### src/design/sbr_pkg.sv
// Shared widths and types of the stream byte reassembler.
package sbr_pkg;

    localparam int unsigned INDEX_W = 64;
    localparam int unsigned BYTE_W  = 8;
    localparam int unsigned ROOM_W  = 7;
    localparam int unsigned COUNT_W = 7;

    // One store entry: present mark and byte value share a word.
    typedef struct packed {
        logic              present;
        logic [BYTE_W-1:0] data;
    } t_entry;

endpackage

### src/design/sbr_if.sv
// Item channels of the stream byte reassembler: input segment bytes and released bytes.
interface sbr_in_if;
    logic                            valid;
    logic                            ready;
    logic [sbr_pkg::INDEX_W-1:0]     stream_index;
    logic [sbr_pkg::BYTE_W-1:0]      data_byte;
    logic                            has_byte;
    logic                            ends_stream;
    logic [sbr_pkg::ROOM_W-1:0]      output_room;

    modport source (output valid, stream_index, data_byte, has_byte, ends_stream,
                    output_room, input ready);
    modport sink   (input valid, stream_index, data_byte, has_byte, ends_stream,
                    output_room, output ready);
endinterface

interface sbr_out_if;
    logic                            valid;
    logic                            ready;
    logic [sbr_pkg::BYTE_W-1:0]      out_byte;
    logic                            byte_valid;
    logic                            last_of_run;
    logic                            stream_closed;
    logic [sbr_pkg::COUNT_W-1:0]     pending_count;

    modport source (output valid, out_byte, byte_valid, last_of_run, stream_closed,
                    pending_count, input ready);
    modport sink   (input valid, out_byte, byte_valid, last_of_run, stream_closed,
                    pending_count, output ready);
endinterface

### src/design/sbr_store.sv
// Single-port byte store with present marks, registered read data.
module sbr_store #(
    parameter int unsigned DEPTH = 64,
    parameter int unsigned AW    = 6
) (
    input  logic                i_clk,
    input  logic                i_we,
    input  logic                i_re,
    input  logic [AW-1:0]       i_addr,
    input  sbr_pkg::t_entry     i_wdata,
    output sbr_pkg::t_entry     o_rdata
);

    sbr_pkg::t_entry r_mem [DEPTH];
    sbr_pkg::t_entry r_rdata;

    always_ff @(posedge i_clk) begin
        if (i_we) begin
            r_mem[i_addr] <= i_wdata;
        end
        if (i_re) begin
            r_rdata <= r_mem[i_addr];
        end
    end

    assign o_rdata = r_rdata;

endmodule

### src/design/stream_byte_reassembler.sv
// Stream byte reassembler: reorders indexed stream bytes and releases them in order.
//
// Usage:
//   i_in  carries one item per byte: absolute stream_index, data_byte, has_byte,
//         ends_stream and the free output_room downstream. Bytes inside the window
//         [released, released + min(room, WINDOW_BYTES)) are stored, others dropped.
//   o_out carries the results of an item: one per released byte in stream order,
//         or a single status item when nothing is released. last_of_run marks the
//         final result of an item; stream_closed and pending_count are the values
//         after the whole item.
// Steps (one single-port store, so each store access is a read or a write):
//   take the item, check the window, then read the old entry and write the byte
//   (both skipped when the byte is dropped); read slot by slot to measure the
//   in-order run and the slot that ends it (none when the run fills the window);
//   settle, then read, send and clear each released byte or send a status result, held by any output stall.
// Reset:
//   i_rst_n is synchronous, active low. After reset a clearing pass writes every
//   store entry, with i_in.ready low.
// Stall:
//   A result waits in the output register; a stalled receiver holds the release
//   loop, and the next item can be accepted while the last result still waits.
module stream_byte_reassembler #(
    parameter int unsigned WINDOW_BYTES = 64
) (
    input  logic        i_clk,
    input  logic        i_rst_n,
    sbr_in_if.sink      i_in,
    sbr_out_if.source   o_out
);

    localparam int unsigned AW = $clog2(WINDOW_BYTES);       // store address
    localparam int unsigned CW = $clog2(WINDOW_BYTES + 1);   // counts up to the window
    localparam int unsigned IW = sbr_pkg::INDEX_W;

    typedef enum logic [3:0] {
        S_CLR, S_IDLE, S_CHECK, S_SLOT, S_WR, S_CRD, S_CCHK, S_FIN, S_RD, S_OUT, S_STAT
    } t_state;

    t_state r_state, n_state;

    logic [AW-1:0]              r_clr_addr, n_clr_addr;
    logic [IW-1:0]              r_idx, n_idx;
    logic [sbr_pkg::BYTE_W-1:0] r_data, n_data;
    logic                       r_has, n_has;
    logic                       r_ends, n_ends;
    logic [sbr_pkg::ROOM_W-1:0] r_room, n_room;
    logic [IW-1:0]              r_released, n_released;
    logic [IW-1:0]              r_end_pos, n_end_pos;
    logic                       r_end_known, n_end_known;
    logic                       r_closed, n_closed;
    logic [CW-1:0]              r_waiting, n_waiting;
    logic [AW-1:0]              r_head, n_head;     // released mod window
    logic [AW-1:0]              r_off, n_off;       // byte offset from release point
    logic [AW-1:0]              r_slot, n_slot;
    logic [AW-1:0]              r_scan, n_scan;
    logic [CW-1:0]              r_cnt, n_cnt;       // length of in-order run
    logic [CW-1:0]              r_k, n_k;           // bytes released so far

    logic                       r_out_valid, n_out_valid;
    logic [sbr_pkg::BYTE_W-1:0] r_out_byte, n_out_byte;
    logic                       r_out_bvalid, n_out_bvalid;
    logic                       r_out_last, n_out_last;
    logic                       r_out_closed, n_out_closed;
    logic [sbr_pkg::COUNT_W-1:0] r_out_pend, n_out_pend;

    // store port
    logic                       mem_we, mem_re;
    logic [AW-1:0]              mem_addr;
    sbr_pkg::t_entry            mem_wdata;
    sbr_pkg::t_entry            mem_rdata;

    // window test and slot arithmetic
    logic [IW-1:0]              diff, room_lim;
    logic                       hit;
    logic [AW:0]                slot_sum;
    logic [AW-1:0]              slot_wrap;
    logic                       out_free, run_last;

    sbr_store #(
        .DEPTH (WINDOW_BYTES),
        .AW    (AW)
    ) u_store (
        .i_clk   (i_clk),
        .i_we    (mem_we),
        .i_re    (mem_re),
        .i_addr  (mem_addr),
        .i_wdata (mem_wdata),
        .o_rdata (mem_rdata)
    );

    function automatic logic [AW-1:0] slot_inc(input logic [AW-1:0] s);
        slot_inc = (s == AW'(WINDOW_BYTES - 1)) ? '0 : s + AW'(1);
    endfunction

    always_comb begin
        diff     = r_idx - r_released;
        room_lim = (IW'(r_room) > IW'(WINDOW_BYTES)) ? IW'(WINDOW_BYTES) : IW'(r_room);
        hit      = r_has && (r_idx >= r_released) && (diff < room_lim);
        slot_sum = {1'b0, r_head} + {1'b0, r_off};
        slot_wrap = (slot_sum >= (AW+1)'(WINDOW_BYTES))
                  ? AW'(slot_sum - (AW+1)'(WINDOW_BYTES)) : slot_sum[AW-1:0];
        out_free = !r_out_valid || o_out.ready;
        run_last = (CW'(r_k + CW'(1)) == r_cnt);
    end

    always_comb begin
        n_state      = r_state;
        n_clr_addr   = r_clr_addr;
        n_idx        = r_idx;
        n_data       = r_data;
        n_has        = r_has;
        n_ends       = r_ends;
        n_room       = r_room;
        n_released  = r_released;
        n_end_pos    = r_end_pos;
        n_end_known  = r_end_known;
        n_closed     = r_closed;
        n_waiting    = r_waiting;
        n_head       = r_head;
        n_off        = r_off;
        n_slot       = r_slot;
        n_scan       = r_scan;
        n_cnt        = r_cnt;
        n_k          = r_k;
        n_out_valid  = r_out_valid && !o_out.ready;
        n_out_byte   = r_out_byte;
        n_out_bvalid = r_out_bvalid;
        n_out_last   = r_out_last;
        n_out_closed = r_out_closed;
        n_out_pend   = r_out_pend;
        mem_we       = 1'b0;
        mem_re       = 1'b0;
        mem_addr     = r_head;
        mem_wdata    = '0;

        unique case (r_state)
            S_CLR: begin
                mem_we   = 1'b1;
                mem_addr = r_clr_addr;
                n_clr_addr = slot_inc(r_clr_addr);
                if (r_clr_addr == AW'(WINDOW_BYTES - 1)) begin
                    n_state = S_IDLE;
                end
            end
            S_IDLE: begin
                if (i_in.valid) begin
                    n_idx   = i_in.stream_index;
                    n_data  = i_in.data_byte;
                    n_has   = i_in.has_byte;
                    n_ends  = i_in.ends_stream;
                    n_room  = i_in.output_room;
                    n_state = S_CHECK;
                end
            end
            S_CHECK: begin
                if (r_ends) begin
                    n_end_pos   = r_idx + IW'(r_has);
                    n_end_known = 1'b1;
                end
                n_off  = diff[AW-1:0];
                n_scan = r_head;
                n_cnt  = '0;
                n_state = hit ? S_SLOT : S_CRD;
            end
            S_SLOT: begin
                // fetch the old entry to learn whether the slot was already present
                mem_re   = 1'b1;
                mem_addr = slot_wrap;
                n_slot   = slot_wrap;
                n_state  = S_WR;
            end
            S_WR: begin
                mem_we    = 1'b1;
                mem_addr  = r_slot;
                mem_wdata = '{present: 1'b1, data: r_data};
                if (!mem_rdata.present) begin
                    n_waiting = r_waiting + CW'(1);
                end
                n_state = S_CRD;
            end
            S_CRD: begin
                mem_re   = 1'b1;
                mem_addr = r_scan;
                n_state  = S_CCHK;
            end
            S_CCHK: begin
                if (mem_rdata.present) begin
                    n_cnt  = CW'(r_cnt + CW'(1));
                    n_scan = slot_inc(r_scan);
                    n_state = (CW'(r_cnt + CW'(1)) == CW'(WINDOW_BYTES)) ? S_FIN : S_CRD;
                end else begin
                    n_state = S_FIN;
                end
            end
            S_FIN: begin
                if (r_end_known && (r_released + IW'(r_cnt) == r_end_pos)) begin
                    n_closed = 1'b1;
                end
                n_waiting = r_waiting - r_cnt;
                n_k       = '0;
                n_state   = (r_cnt == '0) ? S_STAT : S_RD;
            end
            S_RD: begin
                mem_re   = 1'b1;
                mem_addr = r_head;
                n_state  = S_OUT;
            end
            S_OUT: begin
                if (out_free) begin
                    n_out_valid  = 1'b1;
                    n_out_byte   = mem_rdata.data;
                    n_out_bvalid = 1'b1;
                    n_out_last   = run_last;
                    n_out_closed = r_closed;
                    n_out_pend   = sbr_pkg::COUNT_W'(r_waiting);
                    mem_we       = 1'b1;
                    mem_addr     = r_head;
                    mem_wdata    = '0;
                    n_head       = slot_inc(r_head);
                    n_released   = r_released + IW'(1);
                    n_k          = CW'(r_k + CW'(1));
                    n_state      = run_last ? S_IDLE : S_RD;
                end
            end
            S_STAT: begin
                if (out_free) begin
                    n_out_valid  = 1'b1;
                    n_out_byte   = '0;
                    n_out_bvalid = 1'b0;
                    n_out_last   = 1'b1;
                    n_out_closed = r_closed;
                    n_out_pend   = sbr_pkg::COUNT_W'(r_waiting);
                    n_state      = S_IDLE;
                end
            end
            default: n_state = S_IDLE;
        endcase
    end

    always_ff @(posedge i_clk) begin
        if (!i_rst_n) begin
            r_state     <= S_CLR;
            r_clr_addr  <= '0;
            r_released  <= '0;
            r_end_pos   <= '0;
            r_end_known <= 1'b0;
            r_closed    <= 1'b0;
            r_waiting   <= '0;
            r_head      <= '0;
            r_cnt       <= '0;
            r_k         <= '0;
            r_out_valid <= 1'b0;
        end else begin
            r_state     <= n_state;
            r_clr_addr  <= n_clr_addr;
            r_released  <= n_released;
            r_end_pos   <= n_end_pos;
            r_end_known <= n_end_known;
            r_closed    <= n_closed;
            r_waiting   <= n_waiting;
            r_head      <= n_head;
            r_cnt       <= n_cnt;
            r_k         <= n_k;
            r_out_valid <= n_out_valid;
        end
        r_idx        <= n_idx;
        r_data       <= n_data;
        r_has        <= n_has;
        r_ends       <= n_ends;
        r_room       <= n_room;
        r_off        <= n_off;
        r_slot       <= n_slot;
        r_scan       <= n_scan;
        r_out_byte   <= n_out_byte;
        r_out_bvalid <= n_out_bvalid;
        r_out_last   <= n_out_last;
        r_out_closed <= n_out_closed;
        r_out_pend   <= n_out_pend;
    end

    assign i_in.ready          = (r_state == S_IDLE);
    assign o_out.valid         = r_out_valid;
    assign o_out.out_byte      = r_out_byte;
    assign o_out.byte_valid    = r_out_bvalid;
    assign o_out.last_of_run   = r_out_last;
    assign o_out.stream_closed = r_out_closed;
    assign o_out.pending_count = r_out_pend;

endmodule

### src/flat_wrapper.sv
// flat-port wrapper written by rule: the top's interface ports become plain ports
module stream_byte_reassembler_flat 
#(
    parameter int unsigned WINDOW_BYTES = 64
)
  (i_clk, i_rst_n, i_in_valid, i_in_stream_index, i_in_data_byte, i_in_has_byte, i_in_ends_stream, i_in_output_room, i_in_ready, o_out_valid, o_out_out_byte, o_out_byte_valid, o_out_last_of_run, o_out_stream_closed, o_out_pending_count, o_out_ready);
  sbr_in_if i_in_i ();
  sbr_out_if o_out_i ();
  input  logic i_clk;
  input  logic i_rst_n;
  input wire logic [$bits(i_in_i.valid)-1:0] i_in_valid;
  input wire logic [$bits(i_in_i.stream_index)-1:0] i_in_stream_index;
  input wire logic [$bits(i_in_i.data_byte)-1:0] i_in_data_byte;
  input wire logic [$bits(i_in_i.has_byte)-1:0] i_in_has_byte;
  input wire logic [$bits(i_in_i.ends_stream)-1:0] i_in_ends_stream;
  input wire logic [$bits(i_in_i.output_room)-1:0] i_in_output_room;
  output wire logic [$bits(i_in_i.ready)-1:0] i_in_ready;
  output wire logic [$bits(o_out_i.valid)-1:0] o_out_valid;
  output wire logic [$bits(o_out_i.out_byte)-1:0] o_out_out_byte;
  output wire logic [$bits(o_out_i.byte_valid)-1:0] o_out_byte_valid;
  output wire logic [$bits(o_out_i.last_of_run)-1:0] o_out_last_of_run;
  output wire logic [$bits(o_out_i.stream_closed)-1:0] o_out_stream_closed;
  output wire logic [$bits(o_out_i.pending_count)-1:0] o_out_pending_count;
  input wire logic [$bits(o_out_i.ready)-1:0] o_out_ready;
  assign i_in_i.valid = i_in_valid;
  assign i_in_i.stream_index = i_in_stream_index;
  assign i_in_i.data_byte = i_in_data_byte;
  assign i_in_i.has_byte = i_in_has_byte;
  assign i_in_i.ends_stream = i_in_ends_stream;
  assign i_in_i.output_room = i_in_output_room;
  assign i_in_ready = i_in_i.ready;
  assign o_out_valid = o_out_i.valid;
  assign o_out_out_byte = o_out_i.out_byte;
  assign o_out_byte_valid = o_out_i.byte_valid;
  assign o_out_last_of_run = o_out_i.last_of_run;
  assign o_out_stream_closed = o_out_i.stream_closed;
  assign o_out_pending_count = o_out_i.pending_count;
  assign o_out_i.ready = o_out_ready;
  stream_byte_reassembler #(.WINDOW_BYTES(WINDOW_BYTES)) u_core (.i_clk(i_clk), .i_rst_n(i_rst_n), .i_in(i_in_i), .o_out(o_out_i));
endmodule
### config.mk
export PLATFORM = sky130hd
export DESIGN_NAME = stream_byte_reassembler_flat
export DESIGN_NICKNAME = d
export VERILOG_FILES = /design/src/design/sbr_pkg.sv /design/src/design/sbr_if.sv /design/src/design/sbr_store.sv /design/src/design/stream_byte_reassembler.sv /design/src/flat_wrapper.sv
export SDC_FILE = /design/constraint.sdc
export NUM_CORES = 1
export LEC_CHECK = 0
export ABC_AREA = 1
export BUFFER_PORTS_ARGS = -buffer_cell sky130_fd_sc_hd__buf_4
export CAP_MARGIN = 15
export CORE_UTILIZATION = 40
export CTS_CLUSTER_SIZE = 16
export DETAILED_ROUTE_END_ITERATION = 12
export PLACE_DENSITY = 0.67
export SLEW_MARGIN = 20
export SYNTH_ARGS = -nofsm -noshare
export SYNTH_HDL_FRONTEND = slang
export SYNTH_SLANG_ARGS = --single-unit
### constraint.sdc
create_clock -name i_clk -period 6.75 [get_ports i_clk]
set_input_delay 0.675 -clock i_clk [delete_from_list [all_inputs] [get_ports i_clk]]
set_output_delay 0.675 -clock i_clk [all_outputs]
set_load 0.01 [all_outputs]
==> results.cfg, run 1 <==
[outcome]
outcome = completed

[drt]
wire_per_inst_um = 20.4
drt-initial-drc-count = 4158
drtPass1Iterations = 7
vias_per_cell = 5.30
totalWireLength_um = 136000
dr_total_vias = 35200
remaining_drc_errors = 0
postRouteAntennaNets = 0

[die]
rows = 121
die_height_um = 335
starting_density_pct = 40.6
placeableCoreArea_mm2 = 0.110
pin_count = 105
dieWidth_um = 335
die_area_mm2 = 0.113

[clock_tree]
cts.reportedPaths.clkPinSlew_ns = 0.06
cts_sinks = 870
cts_buffers = 94
post-cts-setup-buffer-count = 0
postCtsHoldBufs = 0
clk_root_buffer_cell = clkbuf_16
cts_tree = done
cts.path.max_buffers = 3
clock_network_latency_to_the_later_pin_of_the_worst_skew_pair_ns = 0.72
cts_repair_resize_count = 0
cts.htree.levels = 3

[timing]
maxSlewViolCount = 0
worst_clock_skew_ns = 0.0633
rsz0062_at_grt = no
number_of_hold_slack_violations_in_the_final_timing_report = 0
worst_slew_pin_slew_ns = 1.11
tns_ns = 0
slew_headroom_pct = 25.6
fin_crit_ns = 4.64
max_freq_mhz = 216
final_min_period_over_clock_period_pct = 68.7
setup_violations = 0

[power]
power_density_mw_per_mm2 = 316
sw_frac_of_total_pct = 34.5
total_power_w = 0.0158
p_sw_w = 0.00546
internal-power_w = 0.0104
p_comb_share_pct = 26.8
peak_supply_drop_uv = 311
power_frac_seq_pct = 40.0
clock_power_share_pct = 33.2
p_leak_nw = 20.1

[logic_synthesis]
netlist-cell-type-count = 63
main_combinational_cell_family_by_area_after_synthesis = simple AND/OR/NAND/NOR gates
synth_mux_area_share_pct = 0
fraction_of_synthesized_cell_area_in_xor_and_xnor_cells_pct = 3.66
synthCells = 4965
synth_simple_gate_area_share_pct = 22.6
postSynth.topFlopCell = edfxtp_1
ys_warn_count = 0
synth-edff-count = 702
synth_adder_area_share_pct = 2.91
flop_and_latch_count_out_of_synthesis = 870
syn-num-nets = 5151
synth-compound-area-share_pct = 8.45
synth.cell_area_mm2 = 0.0445
syn_avg_cell_area_um2 = 8.96
ys_seq_area_share_pct = 55.0
synth-async-reset-ratio_pct = 0

[global_routing]
grt-ovfl-total = 0
overall_global_routing_resource_usage_pct = 23.7
grt_pass1_wl_um = 200000
initial_antenna_violation_count = 5
grt_pass1_vias = 32600
grt_max_degree = 72

[cells_and_area]
fin_util_pct = 45.6
layout.nets = 5276
postLayoutCellArea_mm2 = 0.0500
final_cell_count_no_fill = 6639
layout-area-overhead-vs-synth_pct = 12.4
drive_gt1_share_pct = 7.11
antennaDiodeCount = 0

[critical_path]
critical_path_peak_fanout = 71
critical_path.endpoint = u_core.u_store.r_mem[49][3]
regToRegEndpoint = u_core.u_store.r_mem[49][3]
timing.critical_path.arrival_ns = 4.94
crit_start = u_core.r_state[2]
start_kind = register
worst-r2r-cell-count = 14
r2r_slack_ns = 2.11
crit_path_end_kind = register
criticalPathCategory = register to register
worst_ep_required_time_ns = 7.05
r2r-start = u_core.r_state[2]

[place]
placed_cell_area_mm2 = 0.0468
post_dp_hpwl_um = 98000
gp_congestion = 1.02
placed_cells_incl_taps = 6470
io_buffer_count = 104

[hold_path]
hold_crit_depth = 1
min-delay-path-class = input port to register

[flow_run]
max_cap_violations = 0
==> state kept, by name, summed over array words and instances, names as in the netlist, 8 cells and up <==
register	flops
u_core.r_idx	64
u_core.r_released	64
u_core.u_store.o_rdata	9
u_core.o_out.out_byte	8
u_core.r_data	8
u_core.u_store.r_mem	576
u_core.r_end_pos	64
==> Yosys cell counts (41+ instances only) <==
cell / number / area share (%)
edfxtp_1: 702 / 47
o21bai_1: 48 / 0.81
nor3_1: 116 / 1.3
o21ai_0: 159 / 1.8
dfxtp_1: 168 / 7.6
nand2_1: 1330 / 11
a22o_1: 41 / 0.81
ha_1: 97 / 2.7
a22oi_1: 86 / 1.5
nand4_1: 121 / 1.7
clkbuf_1: 54 / 0.46
xor2_1: 148 / 2.9
inv_1: 704 / 5.9
a21oi_1: 187 / 2.1
nand3_1: 199 / 2.2
nor2_1: 488 / 4.1
==> final cells by class <==
type / count / area [um^2]
fill: 10500 / 59600
sequential: 870 / 24400
multi-input combinational: 3265 / 16800
inverter: 728 / 2740
clock buffer: 111 / 2470
tap: 1476 / 1850
timing repair buffer: 131 / 996
clock inverter: 58 / 682
==> worst min-delay path by stage <==
stage                                      end  slack [ns]               from
finish                        u_core.r_data[7]        0.15  i_in_data_byte[7]
global route                  u_core.r_data[6]        0.12  i_in_data_byte[6]
CTS                           u_core.r_data[6]        0.11  i_in_data_byte[6]
detailed placement  u_core.o_out.stream_closed        0.42    u_core.r_closed
global placement    u_core.o_out.stream_closed        0.42    u_core.r_closed
floorplan           u_core.o_out.stream_closed        0.41    u_core.r_closed
==> critical path, stage by stage (launching register included) <==
cell	delay, ns
dfxtp_1	0.39
inv_1	0.10
nor2_4	0.18
nand2_4	0.25
inv_4	0.64
nand2_1	0.12
nand2_1	0.09
nor2_1	0.05
nand3_2	0.07
nand2_4	0.10
inv_2	0.12
nand3_4	0.17
inv_2	0.48
nand2_1	0.61
nor2_1	0.84
==> through the flow <==
step	hold slack [ns]	worst slack (ns)
floorplan	0.408	2.38
global placement	0.417	2.22
detailed placement	0.418	2.14
CTS	0.110	2.08
global route	0.121	1.86
finish	0.148	2.11
==> logic make-up (layout without fill, tap and decap cells) <==
logic type / after synthesis / count (layout)
and+or+nand+nor: 2367 / 2367
DFF: 870 / 870
buffers and inverters: 830 / 1028
AOI/OAI and AO/OA: 611 / 611
xor gates and xnor gates: 186 / 186
adders and majority gates: 101 / 101
==> metal layers <==
metal	GRT usage, %	up-vias	share of wire, %
met5	0	-	0
met4	9.29	0	4.0
met3	4.15	261	9.2
met2	37.7	1636	45
met1	32.2	16500	41
li1	-	16800	-
==> cell usage in the layout, fill, tap and decap left out, types with 5 or more instances in the layout <==
cell type,Yosys,routed
nand2_1,1330,1329
inv_1,704,704
edfxtp_1,702,702
nor2_1,488,478
nand3_1,199,199
a21oi_1,187,187
dfxtp_1,168,168
o21ai_0,159,159
xor2_1,148,148
buf_4,5,130
nand4_1,121,121
nor3_1,116,115
ha_1,97,97
clkbuf_16,0,96
a22oi_1,86,86
o21bai_1,48,48
a22o_1,41,41
xnor2_1,38,38
nand3b_1,29,29
o21ai_1,23,23
inv_2,20,20
clkinv_1,1,20
nor4_1,20,20
nor2_2,17,19
o2111ai_1,17,17
clkinv_2,0,15
nor2_4,6,14
clkbuf_1,54,13
bufinv_16,0,10
nand3_2,8,8
o22ai_1,8,8
or2_2,8,8
o21a_1,8,8
a31oi_1,7,7
a211oi_1,6,6
clkinvlp_4,0,5
clkinv_16,0,5
==> power groups by stage <==
| stage | registers (W) | logic (W) | clock network (W) |
|---|---|---|---|
| final | 0.00633 | 0.00424 | 0.00525 |
| after global routing | 0.00634 | 0.00462 | 0.00550 |
| after CTS | 0.00632 | 0.00422 | 0.00532 |
| after detailed placement | 0.00643 | 0.00419 | 0 |
| after global placement | 0.00644 | 0.00414 | 0 |
| after floorplan | 0.00636 | 0.00274 | 0 |
Power figures use the tool's default switching activity.
==> run 2: changes to the inputs <==
Clock period 6.75 ns to 4.1 ns, I/O delays scaled along.
==> run 2 against run 1 <==
Compared with the run above:
- routed wire length up 12%
- power up 72%
- global-route usage up 2.9 points
- setup slack worse by 1.9 ns
- clock skew down 0.0013 ns
- via count up 3.9%
- first-iteration DRC count down 3.4%
- register-to-register slack worse by 1.9 ns
- critical path type unchanged
==> results.cfg, run 2 (synthesis results as in run 1) <==
[cells_and_area]
final_common_cell = nand2_1
drive_gt1_share_pct = 9.64
register_with_the_most_flip_flops = u_core.u_store.r_mem
largest_reg_flops = 576
mostFrequentLayoutCells = nand2_1, inv_1, edfxtp_1, nor2_1, buf_4
postLayoutCellArea_mm2 = 0.0522
final.fill_count = 10500
antennaDiodeCount = 0
layout.nets = 5517
layout-area-overhead-vs-synth_pct = 17.3

[die]
die_height_um = 335
placeableCoreArea_mm2 = 0.110
pin_count = 105
starting_density_pct = 40.6
rows = 121
dieWidth_um = 335
die_area_mm2 = 0.113

[place]
gp_congestion = 1.05
io_buffer_count = 104
post_dp_hpwl_um = 113000
placed_cell_area_mm2 = 0.0482
preCtsSetupSlack_ns = 0.272

[critical_path]
slowest_stage_cell_cp = dfxtp_1
critical_path.max_stage_delay_ns = 0.46
start_kind = register
worst-r2r-cell-count = 19
worst_ep_required_time_ns = 4.70
r2r_slack_ns = 0.22
cp_cell_sequence = inv_1 > ha_1 > nand2_1 > nor2_1 > nand2_1 > nand3_1 > xor2_1 > ha_1 > a21oi_1 > nand2_1 > nand2_1 > nand3_1 > nor2_1 > nand2_1 > nor2_1 > nand3_1 > nand2_1 > nand2_1 > a21oi_1
worst_path_most_repeated_cell = nand2_1
crit_start = u_core.r_released[1]
critical_path_peak_fanout = 4
timing.critical_path.arrival_ns = 4.48
regToRegEndpoint = u_core.r_state[1]
r2r-start = u_core.r_released[1]
critical_path.endpoint = u_core.r_state[1]
crit_path_end_kind = register
criticalPathCategory = register to register

[global_routing]
overall_global_routing_resource_usage_pct = 26.7
grt_pass1_vias = 34600
grt-ovfl-total = 0
grt_max_degree = 89
grt_pass1_wl_um = 222000
initial_antenna_violation_count = 1

[outcome]
outcome = completed

[timing]
slew_headroom_pct = 30.5
fin_crit_ns = 3.88
final_min_period_over_clock_period_pct = 94.6
worst_clock_skew_ns = 0.0620
setup_violations = 0
worst_slew_pin_slew_ns = 1.04
layout_setup_ws_ns = 0.221
number_of_hold_slack_violations_in_the_final_timing_report = 0
tns_ns = 0
rsz0062_at_grt = no
max_freq_mhz = 258
maxSlewViolCount = 0

[drt]
postRouteAntennaNets = 0
wire_per_inst_um = 22.0
drtPass1Iterations = 6
dr_total_vias = 36600
totalWireLength_um = 151000
remaining_drc_errors = 0
drt-initial-drc-count = 4017
vias_per_cell = 5.31

[clock_tree]
clock_network_latency_to_the_later_pin_of_the_worst_skew_pair_ns = 0.70
post-cts-setup-buffer-count = 0
cts_sinks = 870
cts_tree = done
cts.path.max_buffers = 3
cts.htree.levels = 3
cts.reportedPaths.clkPinSlew_ns = 0.06
cts_buffers = 94
clk_root_buffer_cell = clkbuf_16

[power]
total_power_w = 0.0272
power_density_mw_per_mm2 = 521
p_leak_nw = 21.3
peak_supply_drop_uv = 474

[flow_run]
max_cap_violations = 0

[hold_path]
min-delay-path-class = input port to register
-- run 2: cell count changes in the layout (fill, tap and decap cells not counted), moves of 3 or more --
cell / change
clkbuf_8: +7
clkbuf_1: +16
buf_12: +14
clkinv_1: -9
clkinv_2: -7
bufinv_16: -4
dlygate4sd3_1: +81
buf_4: +145
clkinvlp_4: -3
-- run 2: worst min path at each step --
stage | to | depth (start not counted) | from
after floorplan | u_core.o_out.stream_closed | 0 | u_core.r_closed
after global placement | u_core.r_end_known | 2 | u_core.r_end_known
after detailed placement | u_core.r_end_known | 2 | u_core.r_end_known
after CTS | u_core.r_state[3] | 5 | o_out_ready
after global routing | u_core.r_state[3] | 5 | o_out_ready
final | u_core.r_state[3] | 5 | o_out_ready
-- run 2: cell type report --
class | count | area [um^2] | area share (%)
inverters | 728 | 2740 | 5.25
repair buffers | 372 | 3200 | 6.14
flip-flops and latches | 870 | 24400 | 46.9
clock buffers | 134 | 2650 | 5.07
well taps | 1476 | 1850 | 3.54
clock inverters | 37 | 464 | 0.890
multi-input cells | 3265 | 16800 | 32.3
-- run 2: metal layers --
| metal | routed length [um] | vias up | track usage, % |
|---|---|---|---|
| met2 | 70100 | 1496 | 43.3 |
| li1 | - | 17300 | - |
| met4 | 7810 | 0 | 12.8 |
| met1 | 62900 | 17500 | 35.5 |
| met5 | 0 | - | 0 |
| met3 | 10500 | 253 | 2.97 |
-- run 2: per-stage QoR --
stage	hold slack, ns	std cells	util, %
finish	0.248	6882	47.6
CTS	0.230	6879	47.5
global placement	0.448	6627	44.0
floorplan	0.408	4965	-
global route	0.284	6882	47.6
detailed placement	0.466	6627	44.0
-- run 2: timing repair --
item / CTS / global route
setup endpoints to repair: 0 / 1
gates resized for setup: 0 / 1
hold buffers: 81 / 0
endpoints found under the hold margin: 81 / 0
-- run 2: worst max-delay path, delay by kind of cell (launching register included) --
kind                       cells  cell delay [ns]
buffers and inverters          1             0.20
AOI/OAI and AO/OA              2             0.25
and+or+nand+nor               13             1.77
DFF                            1             0.46
adders and majority gates      2             0.67
xor gates and xnor gates       1             0.41
-- run 2: power breakdown --
part           switching (W)  total (W)  internal, W
registers           0.000243     0.0104       0.0101
logic                0.00567    0.00823      0.00256
clock network        0.00365    0.00856      0.00491
